## src/hdl/ascs_pkg.sv

```systemverilog
package ascs_pkg;

    // Block sizing
    localparam int NUM_CHANNELS = 4;
    localparam int RESET_BYTES  = 8;
    localparam int CH_W         = 2;
    localparam int PERIOD_W     = 20;
    localparam int SEL_W        = 5;
    localparam int CODE_W       = 24;
    localparam int UV_W         = 24;

    // Microcode store: reset frame first, scan program after it
    localparam int SCAN_LEN   = 20;
    localparam int PROG_LEN   = RESET_BYTES + SCAN_LEN;
    localparam int PC_W       = $clog2(PROG_LEN);
    localparam int LOOP_W     = $clog2(NUM_CHANNELS);
    localparam int SCAN_ENTRY = RESET_BYTES;
    localparam int CHREG_STEP = SCAN_ENTRY + 14;

    // Register reset values
    localparam logic [PERIOD_W-1:0] PERIOD_RST = 20'd100000;
    localparam logic [3:0]          ENABLE_RST = 4'd0;
    localparam logic [19:0]         POS_RST    = 20'd100384;
    localparam logic [19:0]         NEG_RST    = 20'd744150;

    // Sample scaling: floor(code * 10^7 / (2^24 - 1)) - 5 * 10^6
    localparam logic [CODE_W-1:0] UV_SCALE  = 24'd10000000;
    localparam logic [CODE_W-1:0] CODE_FULL = 24'hFFFFFF;
    localparam logic [UV_W-1:0]   UV_OFFSET = 24'd5000000;

    typedef enum logic [1:0] {
        PH_IDLE  = 2'd0,
        PH_FAIL  = 2'd1,
        PH_COMMS = 2'd2,
        PH_RESET = 2'd3
    } t_phase;

    typedef enum logic [1:0] {
        CFG_PERIOD = 2'd0,
        CFG_ENABLE = 2'd1,
        CFG_POS    = 2'd2,
        CFG_NEG    = 2'd3
    } t_cfg_idx;

    typedef enum logic {
        KIND_BYTE   = 1'b0,
        KIND_SAMPLE = 1'b1
    } t_kind;

    // Byte source of one microcode step
    typedef enum logic [1:0] {
        SRC_CONST   = 2'd0,
        SRC_CH_ADDR = 2'd1,
        SRC_CH_HI   = 2'd2,
        SRC_CH_LO   = 2'd3
    } t_src;

    typedef struct packed {
        t_src            src;
        logic [7:0]      data;
        logic            frame_end;
        logic            done;
        logic            loop;
        logic [PC_W-1:0] target;
    } t_uword;

    typedef struct packed {
        logic            start;
        logic [PC_W-1:0] entry;
    } t_seq_cmd;

    typedef struct packed {
        logic       valid;
        logic [7:0] tx_byte;
        logic       frame_end;
        logic       last;
    } t_seq_out;

    typedef struct packed {
        logic                   valid;
        logic [CH_W-1:0]        channel;
        logic signed [UV_W-1:0] uv;
    } t_smp_out;

    // Control store contents
    function automatic t_uword prog_word(input logic [PC_W-1:0] a);
        int     off;
        t_uword w;
        begin
            w        = '0;
            w.src    = SRC_CONST;
            w.target = PC_W'(CHREG_STEP);
            off      = int'(a) - RESET_BYTES;
            if (int'(a) < RESET_BYTES) begin
                w.data      = 8'hFF;
                w.frame_end = (int'(a) == RESET_BYTES - 1);
                w.done      = (int'(a) == RESET_BYTES - 1);
            end else begin
                case (off)
                    // interface mode
                    0: w.data = 8'h02;
                    1: w.data = 8'h08;
                    2: begin w.data = 8'h40; w.frame_end = 1'b1; end
                    // data read
                    3: w.data = 8'h44;
                    4, 5, 6: w.data = 8'h00;
                    7: begin w.data = 8'h00; w.frame_end = 1'b1; end
                    // setup
                    8: w.data = 8'h20;
                    9: w.data = 8'h1F;
                    10: begin w.data = 8'h00; w.frame_end = 1'b1; end
                    // filter
                    11: w.data = 8'h28;
                    12: w.data = 8'h0B;
                    13: begin w.data = 8'h14; w.frame_end = 1'b1; end
                    // channel registers, looped once per channel
                    14: begin w.src = SRC_CH_ADDR; w.data = 8'h10; end
                    15: begin w.src = SRC_CH_HI; w.data = 8'h84; end
                    16: begin
                        w.src       = SRC_CH_LO;
                        w.frame_end = 1'b1;
                        w.loop      = 1'b1;
                    end
                    // ADC mode
                    17: w.data = 8'h01;
                    18: w.data = 8'h20;
                    19: begin w.data = 8'h10; w.frame_end = 1'b1; w.done = 1'b1; end
                    default: w.done = 1'b1;
                endcase
            end
            return w;
        end
    endfunction

endpackage

```

## src/hdl/ascs_useq.sv

```systemverilog
module ascs_useq
    import ascs_pkg::*;
(
    input  logic                        i_clk,
    input  logic                        i_rst_n,
    input  t_seq_cmd                    i_cmd,
    input  logic                        i_adv,
    input  logic [CH_W-1:0]             i_ch,
    input  logic [3:0][SEL_W-1:0]       i_pos_sel,
    input  logic [3:0][SEL_W-1:0]       i_neg_sel,
    output t_seq_out                    o_seq
);

    logic              r_run;
    logic [PC_W-1:0]   r_pc;
    logic [LOOP_W-1:0] r_loop;
    logic              n_run;
    logic [PC_W-1:0]   n_pc;
    logic [LOOP_W-1:0] n_loop;
    t_uword            uw;
    logic              ch_hit;
    logic              loop_end;
    logic [SEL_W-1:0]  pos_code;
    logic [SEL_W-1:0]  neg_code;
    logic [7:0]        tx_byte;

    // Control word fetch
    assign uw       = prog_word(r_pc);
    assign ch_hit   = (CH_W'(r_loop) == i_ch);
    assign loop_end = (r_loop == LOOP_W'(NUM_CHANNELS - 1));
    assign pos_code = i_pos_sel[i_ch];
    assign neg_code = i_neg_sel[i_ch];

    // Byte datapath
    always_comb begin
        case (uw.src)
            SRC_CONST:   tx_byte = uw.data;
            SRC_CH_ADDR: tx_byte = uw.data | 8'(r_loop);
            SRC_CH_HI:   tx_byte = ch_hit ? (uw.data | {6'b0, pos_code[4:3]}) : 8'h00;
            SRC_CH_LO:   tx_byte = ch_hit ? {pos_code[2:0], neg_code} : 8'h00;
            default:     tx_byte = 8'h00;
        endcase
    end

    assign o_seq.valid     = r_run;
    assign o_seq.tx_byte   = tx_byte;
    assign o_seq.frame_end = uw.frame_end;
    assign o_seq.last      = uw.done;

    // Step counter and conditional jump
    always_comb begin
        n_run  = r_run;
        n_pc   = r_pc;
        n_loop = r_loop;
        if (i_cmd.start) begin
            n_run  = 1'b1;
            n_pc   = i_cmd.entry;
            n_loop = '0;
        end else if (r_run && i_adv) begin
            if (uw.done) begin
                n_run = 1'b0;
            end else if (uw.loop && !loop_end) begin
                n_pc   = uw.target;
                n_loop = r_loop + 1'b1;
            end else begin
                n_pc = r_pc + 1'b1;
                if (uw.loop) begin
                    n_loop = '0;
                end
            end
        end
    end

    always_ff @(posedge i_clk) begin
        if (!i_rst_n) begin
            r_run  <= 1'b0;
            r_pc   <= '0;
            r_loop <= '0;
        end else begin
            r_run  <= n_run;
            r_pc   <= n_pc;
            r_loop <= n_loop;
        end
    end

    // The program always ends a frame on its final byte
    a_done_ends_frame: assert property (@(posedge i_clk) disable iff (!i_rst_n)
        r_run |-> (!uw.done || uw.frame_end))
        else $error("program ends mid-frame");

    // After the final step is taken the sequencer stops
    a_done_stops: assert property (@(posedge i_clk) disable iff (!i_rst_n)
        (r_run && i_adv && uw.done && !i_cmd.start) |=> !r_run)
        else $error("sequencer ran past its final step");

endmodule

```

## src/hdl/ascs_sample.sv

```systemverilog
module ascs_sample
    import ascs_pkg::*;
(
    input  logic              i_clk,
    input  logic              i_rst_n,
    input  logic              i_start,
    input  logic [CODE_W-1:0] i_code,
    input  logic [CH_W-1:0]   i_ch,
    input  logic              i_adv,
    output t_smp_out          o_smp
);

    logic                     r_valid;
    logic [2*CODE_W-1:0]      r_prod;
    logic [CH_W-1:0]          r_ch;
    logic [CODE_W-1:0]        quot0;
    logic [CODE_W:0]          rem;
    logic [CODE_W-1:0]        quot;

    // Stage 1: code times full-scale microvolts
    always_ff @(posedge i_clk) begin
        if (!i_rst_n) begin
            r_valid <= 1'b0;
        end else if (i_start) begin
            r_valid <= 1'b1;
        end else if (i_adv) begin
            r_valid <= 1'b0;
        end
    end

    always_ff @(posedge i_clk) begin
        if (i_start) begin
            r_prod <= {{CODE_W{1'b0}}, i_code} * {{CODE_W{1'b0}}, UV_SCALE};
            r_ch   <= i_ch;
        end
    end

    // Stage 2: divide by 2^24-1 as shift plus one correction
    assign quot0 = r_prod[2*CODE_W-1:CODE_W];
    assign rem   = {1'b0, r_prod[CODE_W-1:0]} + {1'b0, quot0};
    assign quot  = quot0 + CODE_W'(rem >= {1'b0, CODE_FULL});

    assign o_smp.valid   = r_valid;
    assign o_smp.channel = r_ch;
    assign o_smp.uv      = $signed(quot - UV_OFFSET);

endmodule

```

## src/hdl/adc_scan_spi_sequencer.sv

```systemverilog
// Path: the first byte of a frame passes the sequencer's pc and run registers, then the output
// word register; a sample passes the ascs_sample product register, then the output register.
// Throughput: a scan tick streams 17+3*NUM_CHANNELS bytes (29), the reset frame RESET_BYTES,
// both at one per cycle while the output is not stalled; the input is not ready again until
// the byte stream or sample report has been handed to the output word register.
// Reset: synchronous, active low; clears phase, timer, channel and output valid, loads defaults.
module adc_scan_spi_sequencer
    import ascs_pkg::*;
(
    input  logic                    i_clk,
    input  logic                    i_rst_n,
    input  logic                    i_in_valid,
    output logic                    o_in_ready,
    input  logic                    i_cmd,
    input  logic                    i_xfer_failed,
    input  logic [7:0]              i_rx_status,
    input  logic [CODE_W-1:0]       i_rx_data,
    output logic                    o_out_valid,
    input  logic                    i_out_ready,
    output logic                    o_kind,
    output logic [7:0]              o_tx_byte,
    output logic                    o_frame_end,
    output logic                    o_last,
    output logic [CH_W-1:0]         o_sample_channel,
    output logic signed [UV_W-1:0]  o_sample_uv,
    input  logic                    i_cfg_valid,
    output logic                    o_cfg_ready,
    input  logic [1:0]              i_cfg_index,
    input  logic [19:0]             i_cfg_data
);

    // Configuration registers
    logic [PERIOD_W-1:0] r_period;
    logic [3:0]          r_enable;
    logic [19:0]         r_pos_sel;
    logic [19:0]         r_neg_sel;

    // Control state
    t_phase              r_phase;
    t_phase              n_phase;
    logic                r_reset_sent;
    logic                n_reset_sent;
    logic [CH_W-1:0]     r_cur_ch;
    logic [CH_W-1:0]     n_cur_ch;
    logic [PERIOD_W-1:0] r_tick;
    logic [PERIOD_W-1:0] n_tick;

    // Output word register
    logic                r_out_valid;
    logic                n_out_valid;
    t_kind               r_kind;
    logic [7:0]          r_tx_byte;
    logic                r_frame_end;
    logic                r_last;
    logic [CH_W-1:0]     r_smp_ch;
    logic signed [UV_W-1:0] r_smp_uv;

    logic                in_acc;
    logic                slot_free;
    logic [PERIOD_W:0]   tick_sum;
    logic                expire;
    logic [CH_W-1:0]     ch_next;
    logic                smp_start;
    t_seq_cmd            seq_cmd;
    t_seq_out            seq;
    t_smp_out            smp;
    logic                load_seq;
    logic                load_smp;

    assign in_acc    = i_in_valid && o_in_ready;
    assign slot_free = !r_out_valid || i_out_ready;
    assign tick_sum  = {1'b0, r_tick} + 1'b1;
    assign expire    = (tick_sum >= {1'b0, r_period});
    assign ch_next   = (r_cur_ch == CH_W'(NUM_CHANNELS - 1)) ? '0 : r_cur_ch + 1'b1;

    // Next state
    always_comb begin
        n_phase      = r_phase;
        n_reset_sent = r_reset_sent;
        n_cur_ch     = r_cur_ch;
        n_tick       = r_tick;
        if (in_acc) begin
            case (r_phase)
                PH_RESET: n_phase = PH_IDLE;
                PH_COMMS: begin
                    if (i_cmd) begin
                        n_phase = i_xfer_failed ? PH_FAIL : PH_IDLE;
                    end
                end
                PH_IDLE, PH_FAIL: begin
                    if (!i_cmd) begin
                        if (!expire) begin
                            n_tick = tick_sum[PERIOD_W-1:0];
                        end else begin
                            n_tick = '0;
                            if (!r_reset_sent) begin
                                n_reset_sent = 1'b1;
                                n_phase      = PH_RESET;
                            end else begin
                                n_cur_ch = ch_next;
                                if (r_enable[ch_next]) begin
                                    n_phase = PH_COMMS;
                                end
                            end
                        end
                    end
                end
                default: n_phase = PH_IDLE;
            endcase
        end
    end

    // Outputs of the control state
    always_comb begin
        o_in_ready    = !seq.valid && !smp.valid;
        o_cfg_ready   = 1'b1;
        seq_cmd.start = 1'b0;
        seq_cmd.entry = '0;
        smp_start     = 1'b0;
        if (in_acc) begin
            case (r_phase)
                PH_COMMS: smp_start = i_cmd && !i_xfer_failed && !i_rx_status[7];
                PH_IDLE, PH_FAIL: begin
                    if (!i_cmd && expire) begin
                        if (!r_reset_sent) begin
                            seq_cmd.start = 1'b1;
                        end else begin
                            seq_cmd.start = r_enable[ch_next];
                            seq_cmd.entry = PC_W'(SCAN_ENTRY);
                        end
                    end
                end
                default: smp_start = 1'b0;
            endcase
        end
    end

    always_ff @(posedge i_clk) begin
        if (!i_rst_n) begin
            r_phase      <= PH_IDLE;
            r_reset_sent <= 1'b0;
            r_cur_ch     <= '0;
            r_tick       <= '0;
        end else begin
            r_phase      <= n_phase;
            r_reset_sent <= n_reset_sent;
            r_cur_ch     <= n_cur_ch;
            r_tick       <= n_tick;
        end
    end

    // Configuration writes
    always_ff @(posedge i_clk) begin
        if (!i_rst_n) begin
            r_period  <= PERIOD_RST;
            r_enable  <= ENABLE_RST;
            r_pos_sel <= POS_RST;
            r_neg_sel <= NEG_RST;
        end else if (i_cfg_valid && o_cfg_ready) begin
            case (i_cfg_index)
                CFG_PERIOD: r_period  <= i_cfg_data[PERIOD_W-1:0];
                CFG_ENABLE: r_enable  <= i_cfg_data[3:0];
                CFG_POS:    r_pos_sel <= i_cfg_data;
                CFG_NEG:    r_neg_sel <= i_cfg_data;
                default:    r_enable  <= r_enable;
            endcase
        end
    end

    ascs_useq u_useq (
        .i_clk     (i_clk),
        .i_rst_n   (i_rst_n),
        .i_cmd     (seq_cmd),
        .i_adv     (slot_free),
        .i_ch      (r_cur_ch),
        .i_pos_sel (r_pos_sel),
        .i_neg_sel (r_neg_sel),
        .o_seq     (seq)
    );

    ascs_sample u_sample (
        .i_clk   (i_clk),
        .i_rst_n (i_rst_n),
        .i_start (smp_start),
        .i_code  (i_rx_data),
        .i_ch    (i_rx_status[CH_W-1:0]),
        .i_adv   (slot_free),
        .o_smp   (smp)
    );

    // Output word register
    assign load_seq = seq.valid && slot_free;
    assign load_smp = smp.valid && slot_free && !seq.valid;

    always_comb begin
        n_out_valid = r_out_valid;
        if (load_seq || load_smp) begin
            n_out_valid = 1'b1;
        end else if (i_out_ready) begin
            n_out_valid = 1'b0;
        end
    end

    always_ff @(posedge i_clk) begin
        if (!i_rst_n) begin
            r_out_valid <= 1'b0;
        end else begin
            r_out_valid <= n_out_valid;
        end
    end

    always_ff @(posedge i_clk) begin
        if (load_seq) begin
            r_kind      <= KIND_BYTE;
            r_tx_byte   <= seq.tx_byte;
            r_frame_end <= seq.frame_end;
            r_last      <= seq.last;
            r_smp_ch    <= '0;
            r_smp_uv    <= '0;
        end else if (load_smp) begin
            r_kind      <= KIND_SAMPLE;
            r_tx_byte   <= 8'h00;
            r_frame_end <= 1'b0;
            r_last      <= 1'b1;
            r_smp_ch    <= smp.channel;
            r_smp_uv    <= smp.uv;
        end
    end

    assign o_out_valid      = r_out_valid;
    assign o_kind           = r_kind;
    assign o_tx_byte        = r_tx_byte;
    assign o_frame_end      = r_frame_end;
    assign o_last           = r_last;
    assign o_sample_channel = r_smp_ch;
    assign o_sample_uv      = r_smp_uv;

    // Byte stream and sample path are never active together
    a_one_source: assert property (@(posedge i_clk) disable iff (!i_rst_n)
        !(seq.valid && smp.valid))
        else $error("byte and sample sources overlap");

    // The reset phase is only entered together with the reset frame
    a_reset_phase: assert property (@(posedge i_clk) disable iff (!i_rst_n)
        (r_phase == PH_RESET) |-> r_reset_sent)
        else $error("reset phase without reset frame");

endmodule
```

## config.mk

```make
export PLATFORM = sky130hd
export DESIGN_NAME = adc_scan_spi_sequencer
export DESIGN_NICKNAME = d
export VERILOG_FILES = /design/src/hdl/ascs_pkg.sv /design/src/hdl/ascs_useq.sv /design/src/hdl/ascs_sample.sv /design/src/hdl/adc_scan_spi_sequencer.sv
export SDC_FILE = /design/constraint.sdc
export NUM_CORES = 1
export LEC_CHECK = 0
export BUFFER_PORTS_ARGS = -buffer_cell sky130_fd_sc_hd__buf_2
export CAP_MARGIN = 20
export CELL_PAD_IN_SITES_DETAIL_PLACEMENT = 0
export CELL_PAD_IN_SITES_GLOBAL_PLACEMENT = 1
export CORE_ASPECT_RATIO = 1.1
export CORE_MARGIN = 10
export CORE_UTILIZATION = 40
export DETAILED_ROUTE_END_ITERATION = 12
export PLACE_DENSITY = 0.78
export SYNTH_ARGS = -nofsm -noshare
export SYNTH_HDL_FRONTEND = slang
export SYNTH_SLANG_ARGS = --single-unit
```

## constraint.sdc

```tcl
create_clock -name i_clk -period 12.6 [get_ports i_clk]
set_clock_uncertainty 0.2 [all_clocks]
set_input_delay 2.52 -clock i_clk [delete_from_list [all_inputs] [get_ports i_clk]]
set_output_delay 2.52 -clock i_clk [all_outputs]
set_load 0.02 [all_outputs]
```

==> impl_metrics.env, run 1 <==
export IMPL_min_to="o_sample_uv[15]"
export IMPL_synth_edf_count=53
export IMPL_synth_main_ff_cell="dfxtp_1"
export IMPL_ir_drop_uv=158.6
export IMPL_wirelength_um=38840
export IMPL_wire_per_inst_um=16.06
export IMPL_critical_path_class="primary input to flip-flop"
export IMPL_clk_latency_ns=0.45
export IMPL_clk_pin_slew_ns=0.07
export IMPL_drv_slew=0
export IMPL_dieArea_um2=49640
export IMPL_die_height_um=232.7
export IMPL_nets=2319
export IMPL_yosys_area_top_type="ha_1"
export IMPL_setup_tns_final_ns=0
export IMPL_drive_above_1_share_pct=9.029
export IMPL_rsz0062_at_grt="no"
export IMPL_worst_hold_slack_ns=0.2514
export IMPL_drcViolationCount=0
export IMPL_path_max_fanout=7
export IMPL_syn_avg_cell_area_um2=9.012
export IMPL_cts_resized_gates=0
export IMPL_antenna_found_initial=0
export IMPL_numClockSinks=179
export IMPL_fillers=3941
export IMPL_coreArea_um2=40460
export IMPL_yosys_warnings=0
export IMPL_grt_pass1_wl_um=63710
export IMPL_cts_tree="done"
export IMPL_hold_depth=2
export IMPL_ctsHtreeMaxLevel=4
export IMPL_first_global_vias=12480
export IMPL_globalRouteOverflowTotal=0
export IMPL_mostFrequentLayoutCell="inv_1"
export IMPL_tightestPinTransition_ns=0.9198
export IMPL_hold_viol_final=0
export IMPL_floorplan_initialDensity_pct=40.65
export IMPL_setup_violations=0
export IMPL_ys_top_cells_by_area="ha_1 19%, dfxtp_1 15%, fa_1 14%, edfxtp_1 9.7%, inv_1 7.0%"
export IMPL_gp_congestion=0.8690
export IMPL_power_leakage_nw=8.555
export IMPL_synth_seq_cells=179
export IMPL_synth_top_area_share_pct=18.94
export IMPL_grt_max_degree=95
export IMPL_utilization_pct=44.44
export IMPL_postRouteAntennaNets=0
export IMPL_final_cell_mix="307 x inv_1, 249 x ha_1, 212 x nand2_1"
export IMPL_power_mw=3.534
export IMPL_pin_count=101
export IMPL_critPathArrivalTime_ns=7.80
export IMPL_r2r_end="o_sample_uv[22]"
export IMPL_syn_nets=2252
export IMPL_vias=12360
export IMPL_outcome="complete, no violations"
export IMPL_clock_path_buffers=2
export IMPL_synthArstFlopShare_pct=0
export IMPL_yosysSeqAreaShare_pct=25.01
export IMPL_clock_root_buffer="clkbuf_16"
export IMPL_yosysUniqueCellTypes=78
export IMPL_reg2reg_setup_slack_ns=7.41
export IMPL_row_count=77
export IMPL_reg2regPathDepth=21
export IMPL_synthesis_area_um2=16450
export IMPL_hold_class="flip-flop to flip-flop"
export IMPL_die_w_um=213.3
export IMPL_place_port_buffers=94
export IMPL_holdBufCountCts=0
export IMPL_fin_crit_sh_pct=61.98
export IMPL_synthesis_instances=1825
export IMPL_numCtsBuffers=17
export IMPL_track_usage_pct=15.94
export IMPL_vias_per_cell=5.110
export IMPL_fin_crit_ns=7.810
export IMPL_cap_viol_max_count=0
export IMPL_drt_pass1_iter_count=5
export IMPL_post_cts_buffers=0
export IMPL_required_ns=12.59
export IMPL_place_hpwl_um=31750
export IMPL_endpoint_kind="flip-flop"
export IMPL_worstHoldStart="o_sample_uv[15]"
export IMPL_power_density_nw_per_um2=196.5
export IMPL_area_growth_pct=9.327
export IMPL_slew_headroom_pct=38.45
export IMPL_startpoint_type="primary input"
export IMPL_antenna_cells=0
export IMPL_drtIter0Drc=712
export IMPL_max_clock_freq_ghz=0.1280
export IMPL_rr_startpoint="u_sample.r_prod[35]"
logic make-up (layout without fill, tap and decap cells):
kind of cell / count (synthesis) / count (layout) / share of synthesized area (%)
buffers and inverters: 361 / 441 / 8.383
and+or+nand+nor: 494 / 494 / 14.24
DFF: 179 / 179 / 25.01
adders and majority gates: 366 / 366 / 33.18
AOI/OAI and AO/OA: 326 / 326 / 12.94
other: 1 / 1 / 0.02280
xor gates and xnor gates: 78 / 78 / 4.154
muxes: 20 / 20 / 2.062
how the worst max path moves through the flow:
stage / startpoint / to / slack, ns / cells past startpoint
4_1_cts: i_rx_data[13] / u_sample.r_prod[44] / 4.80 / 21
2_1_floorplan: i_rx_data[4] / u_sample.r_prod[46] / 4.91 / 20
6_report: i_rx_data[13] / u_sample.r_prod[46] / 4.79 / 21
3_3_place_gp: i_rx_data[13] / u_sample.r_prod[46] / 4.36 / 21
5_1_grt: i_rx_data[13] / u_sample.r_prod[46] / 4.40 / 21
3_5_place_dp: i_rx_data[13] / u_sample.r_prod[46] / 4.34 / 21
power by group:
part / switching (mW) / internal [mW]
Combinational: 1.31 / 0.976
Sequential: 0.00416 / 0.721
Clock: 0.243 / 0.279
Total: 1.56 / 1.98
Yosys cell counts (all sizes together) (5+ instances only):
cell	number
a2111oi	5
nor4	5
nand3	56
nand2	213
nor2b	32
a31oi	13
ha	249
nor2	82
a21o	25
mux4	11
o21bai	6
inv	308
o21ai	77
and2	12
xnor2	51
xor2	27
nand4	15
a32oi	5
o31ai	7
nor3	18
clkbuf	37
nand2b	11
fa	117
o21a	6
a21boi	54
nand3b	7
or2	8
and3	20
a211oi	10
o211ai	12
mux2i	8
a22o	6
dfxtp	126
a21oi	71
buf	16
edfxtp	53
worst max-delay path: stages:
cell       delay, ns
buf_2           0.17
ha_1            0.35
ha_1            0.30
inv_1           0.05
fa_1            0.49
inv_1           0.05
fa_1            0.46
fa_1            0.54
inv_1           0.05
fa_1            0.52
inv_1           0.04
ha_1            0.38
a21o_1          0.21
a31o_2          0.21
nor2_1          0.10
nand3_1         0.20
a2111oi_0       0.46
nor3_1          0.20
a211oi_1        0.24
o21bai_1        0.10
xor2_1          0.14
layout make-up:
cell class | count | area (µm²) | area share (%)
well taps | 513 | 641.9 | 3.570
flip-flops and latches | 179 | 4114 | 22.88
repair buffers | 101 | 526.8 | 2.930
clock buffers | 18 | 429.2 | 2.387
clock inverters | 14 | 147.6 | 0.8211
multi-input cells | 1285 | 10970 | 60.98
inverters | 308 | 1156 | 6.430
registers in the layout, indices dropped and copies added (netlist names), 2 cells and up:
register	cells
o_sample_channel	2
o_sample_uv	24
o_tx_byte	8
r_cur_ch	2
r_enable	4
r_neg_sel	20
r_period	20
r_phase	2
r_pos_sel	20
r_tick	20
u_sample.r_ch	2
u_sample.r_prod	41
u_useq.r_loop	2
u_useq.r_pc	5
routing by layer:
metal	track usage (%)	up-vias	share of wire (%)	wire length (µm)
li1	-	6242	-	-
met1	20.11	5872	46	17760
met2	27.41	196	49	19050
met3	2.084	45	2.9	1131
met4	5.498	0	2.3	894
met5	0	-	0	0
metrics by stage:
stage               cells  worst slack (ns)  cell area, µm²
finish               2418             4.790           17980
global placement     2384             4.361           17390
detailed placement   2385             4.340           17390
CTS                  2417             4.804           17970
floorplan            1825             4.909           16450
global route         2418             4.404           17980
Power figures use the tool's default switching activity.
==> inputs of run 2 (changes only) <==
Settings changed: ABC_AREA set to 1, PLACE_DENSITY 0.78 to 0.79.
Clock period 12.6 ns to 8 ns, I/O delays scaled along.
==> run 2 against run 1 <==
Count of clock-buffer cells in the layout up 1. Routed wire length up 13%. Critical path depth down 5. Sequential power up 60%. Critical path type unchanged.
==> impl_metrics.env, run 2 <==
export IMPL_vias_per_cell=4.946
export IMPL_critPathMaxStageDelay_ns=0.58
export IMPL_hold_viol_final=0
export IMPL_power_mw=6.033
export IMPL_synth_seq_cells=179
export IMPL_cap_viol_max_count=0
export IMPL_critPathBufInv=3
export IMPL_synthArstFlopShare_pct=0
export IMPL_netlist_top_cells_count="467 x inv_1, 376 x nand2_1, 249 x ha_1, 165 x nor2_1, 161 x a21oi_1"
export IMPL_clock_path_buffers=2
export IMPL_row_count=79
export IMPL_final_cell_mix="467 x inv_1, 376 x nand2_1, 249 x ha_1"
export IMPL_nets=2697
export IMPL_floorplan_initialDensity_pct=40.38
export IMPL_dieArea_um2=51390
export IMPL_p_switching_mw=2.935
export IMPL_numCtsBuffers=17
export IMPL_mostFrequentLayoutCell="inv_1"
export IMPL_post_place_ws_ns=1.154
export IMPL_cts_resized_gates=0
export IMPL_die_height_um=236.8
export IMPL_post_synth_top_count_cell="inv_1"
export IMPL_ctsHtreeMaxLevel=4
export IMPL_antenna_found_initial=0
export IMPL_holdBufCountCts=0
export IMPL_layout_setup_ws_ns=1.590
export IMPL_yosysUniqueCellTypes=53
export IMPL_track_usage_pct=17.08
export IMPL_synthesis_instances=2190
export IMPL_worst_hold_slack_ns=0.2460
export IMPL_drv_slew=0
export IMPL_wirelength_um=43930
export IMPL_syn_nets=2617
export IMPL_p_comb_share_pct=66.1
export IMPL_clk_pin_slew_ns=0.07
export IMPL_place_hpwl_um=36410
export IMPL_antenna_cells=0
export IMPL_hold_class="flip-flop to flip-flop"
export IMPL_slew_headroom_pct=37.03
export IMPL_p_sw_share_pct=48.65
export IMPL_fin_crit_sh_pct=80.12
export IMPL_largest_reg_flops=41
export IMPL_wire_per_inst_um=15.42
export IMPL_rsz0062_at_grt="no"
export IMPL_fin_crit_ns=6.410
export IMPL_outcome="complete, no violations"
export IMPL_globalRouteOverflowTotal=0
export IMPL_setup_tns_final_ns=0
export IMPL_clock_root_buffer="clkbuf_16"
export IMPL_ir_drop_uv=225.2
export IMPL_p_clk_share_pct=14.8
export IMPL_place_port_buffers=94
export IMPL_drt_pass1_iter_count=6
export IMPL_regMostFlops="u_sample.r_prod"
export IMPL_yosysSeqAreaShare_pct=24.08
export IMPL_synth_top_area_share_pct=18.24
export IMPL_endpoint_kind="flip-flop"
export IMPL_cts_tree="done"
export IMPL_required_ns=7.98
export IMPL_area_growth_pct=10.01
export IMPL_startpoint_type="primary input"
export IMPL_postRouteAntennaNets=0
export IMPL_path_cells="buf_2, ha_1, ha_1, fa_1, fa_1, fa_1, inv_1, fa_1, inv_1, ha_1, a21o_1, a31oi_1, a21boi_0, o21ai_0, a21oi_1, xnor2_1"
export IMPL_vias=14100
export IMPL_setup_violations=0
export IMPL_synth_main_ff_cell="dfxtp_1"
export IMPL_grt_pass1_wl_um=71800
export IMPL_synth_edf_count=53
export IMPL_max_clock_freq_ghz=0.1560
export IMPL_p_int_mw=3.098
export IMPL_drcViolationCount=0
export IMPL_synthesis_area_um2=17080
export IMPL_slowest_stage="fa_1"
export IMPL_yosys_area_top_type="ha_1"
export IMPL_pin_count=101
export IMPL_drive_above_1_share_pct=6.789
export IMPL_grt_max_degree=69
export IMPL_syn_avg_cell_area_um2=7.801
export IMPL_seq_power_share_pct=19.2
export IMPL_critical_path_class="primary input to flip-flop"
export IMPL_clk_latency_ns=0.45
export IMPL_coreArea_um2=42310
export IMPL_numClockSinks=179
export IMPL_yosys_warnings=0
export IMPL_path_common_cell="fa_1"
export IMPL_post_cts_buffers=0
export IMPL_tightestPinTransition_ns=0.9387
export IMPL_critPathArrivalTime_ns=6.39
export IMPL_drtIter0Drc=849
export IMPL_power_density_nw_per_um2=321.0
export IMPL_die_w_um=217.0
export IMPL_path_max_fanout=6
export IMPL_first_global_vias=14210
export IMPL_gp_congestion=0.9290
export IMPL_ys_top_cells_by_area="ha_1 18%, dfxtp_1 15%, fa_1 14%, inv_1 10%, edfxtp_1 9.3%"
export IMPL_reg2reg_setup_slack_ns=3.56
export IMPL_cpLargestDelayFamily="adder cells"
export IMPL_power_leakage_nw=9.506
run 2: cell type report:
cell class                 count  area, µm²
inverter                     470       1764
multi-input combinational   1500      11040
sequential                   179       4114
clock inverter                13      176.4
clock buffer                  19      464.2
fill                        4335      23510
tap                          567      709.4
timing repair buffer         102      530.5
run 2: worst reg2reg max path, delay by kind of cell (launching register included):
kind,cells,cell delay [ns]
AO/OA/AOI/OAI,2,0.35
adder cells (fa/ha/maj),4,0.97
buffers and inverters,5,0.32
flip-flops,1,0.46
AND/OR/NAND/NOR,18,2.03
run 2: kinds of logic after synthesis:
kind of cell,synth area share [%]
other,0.02195
flip-flops,24.08
buffers and inverters,11.36
adder cells (fa/ha/maj),31.95
AO/OA/AOI/OAI,11.59
XOR/XNOR,3.581
AND/OR/NAND/NOR,17.42
run 2: path summary, 6_finish.rpt:
check | start | to | cells after the start
min reg2reg | o_kind | o_kind | 2
max | i_rx_data[9] | u_sample.r_prod[38] | 16
min | o_kind | o_kind | 2
max reg2reg | u_sample.r_prod[31] | o_sample_uv[20] | 29
run 2: per-stage QoR:
stage | std cells | instance area, µm² | utilization, %
after floorplan | 2190 | 17080 | -
after global placement | 2818 | 18150 | 42.91
after detailed placement | 2818 | 18150 | 42.91
after CTS | 2850 | 18790 | 44.43
after global routing | 2850 | 18790 | 44.43
final | 2850 | 18790 | 44.43
run 2: metal layers:
layer	vias to the layer above	track usage, %	share of wire (%)
met3	52	2.232	3.7
met5	-	0	0
li1	7174	-	-
met4	0	5.236	2.1
met1	6583	22.98	49
met2	286	27.89	46
run 2: power groups by stage:
stage / Combinational, mW / Sequential (mW) / Clock (mW)
6_report: 3.99 / 1.16 / 0.892
2_1_floorplan: 2.87 / 1.17 / 0
5_1_grt: 4.59 / 1.16 / 0.948
3_5_place_dp: 3.98 / 1.18 / 0
3_3_place_gp: 3.95 / 1.18 / 0
4_1_cts: 4.01 / 1.16 / 0.911
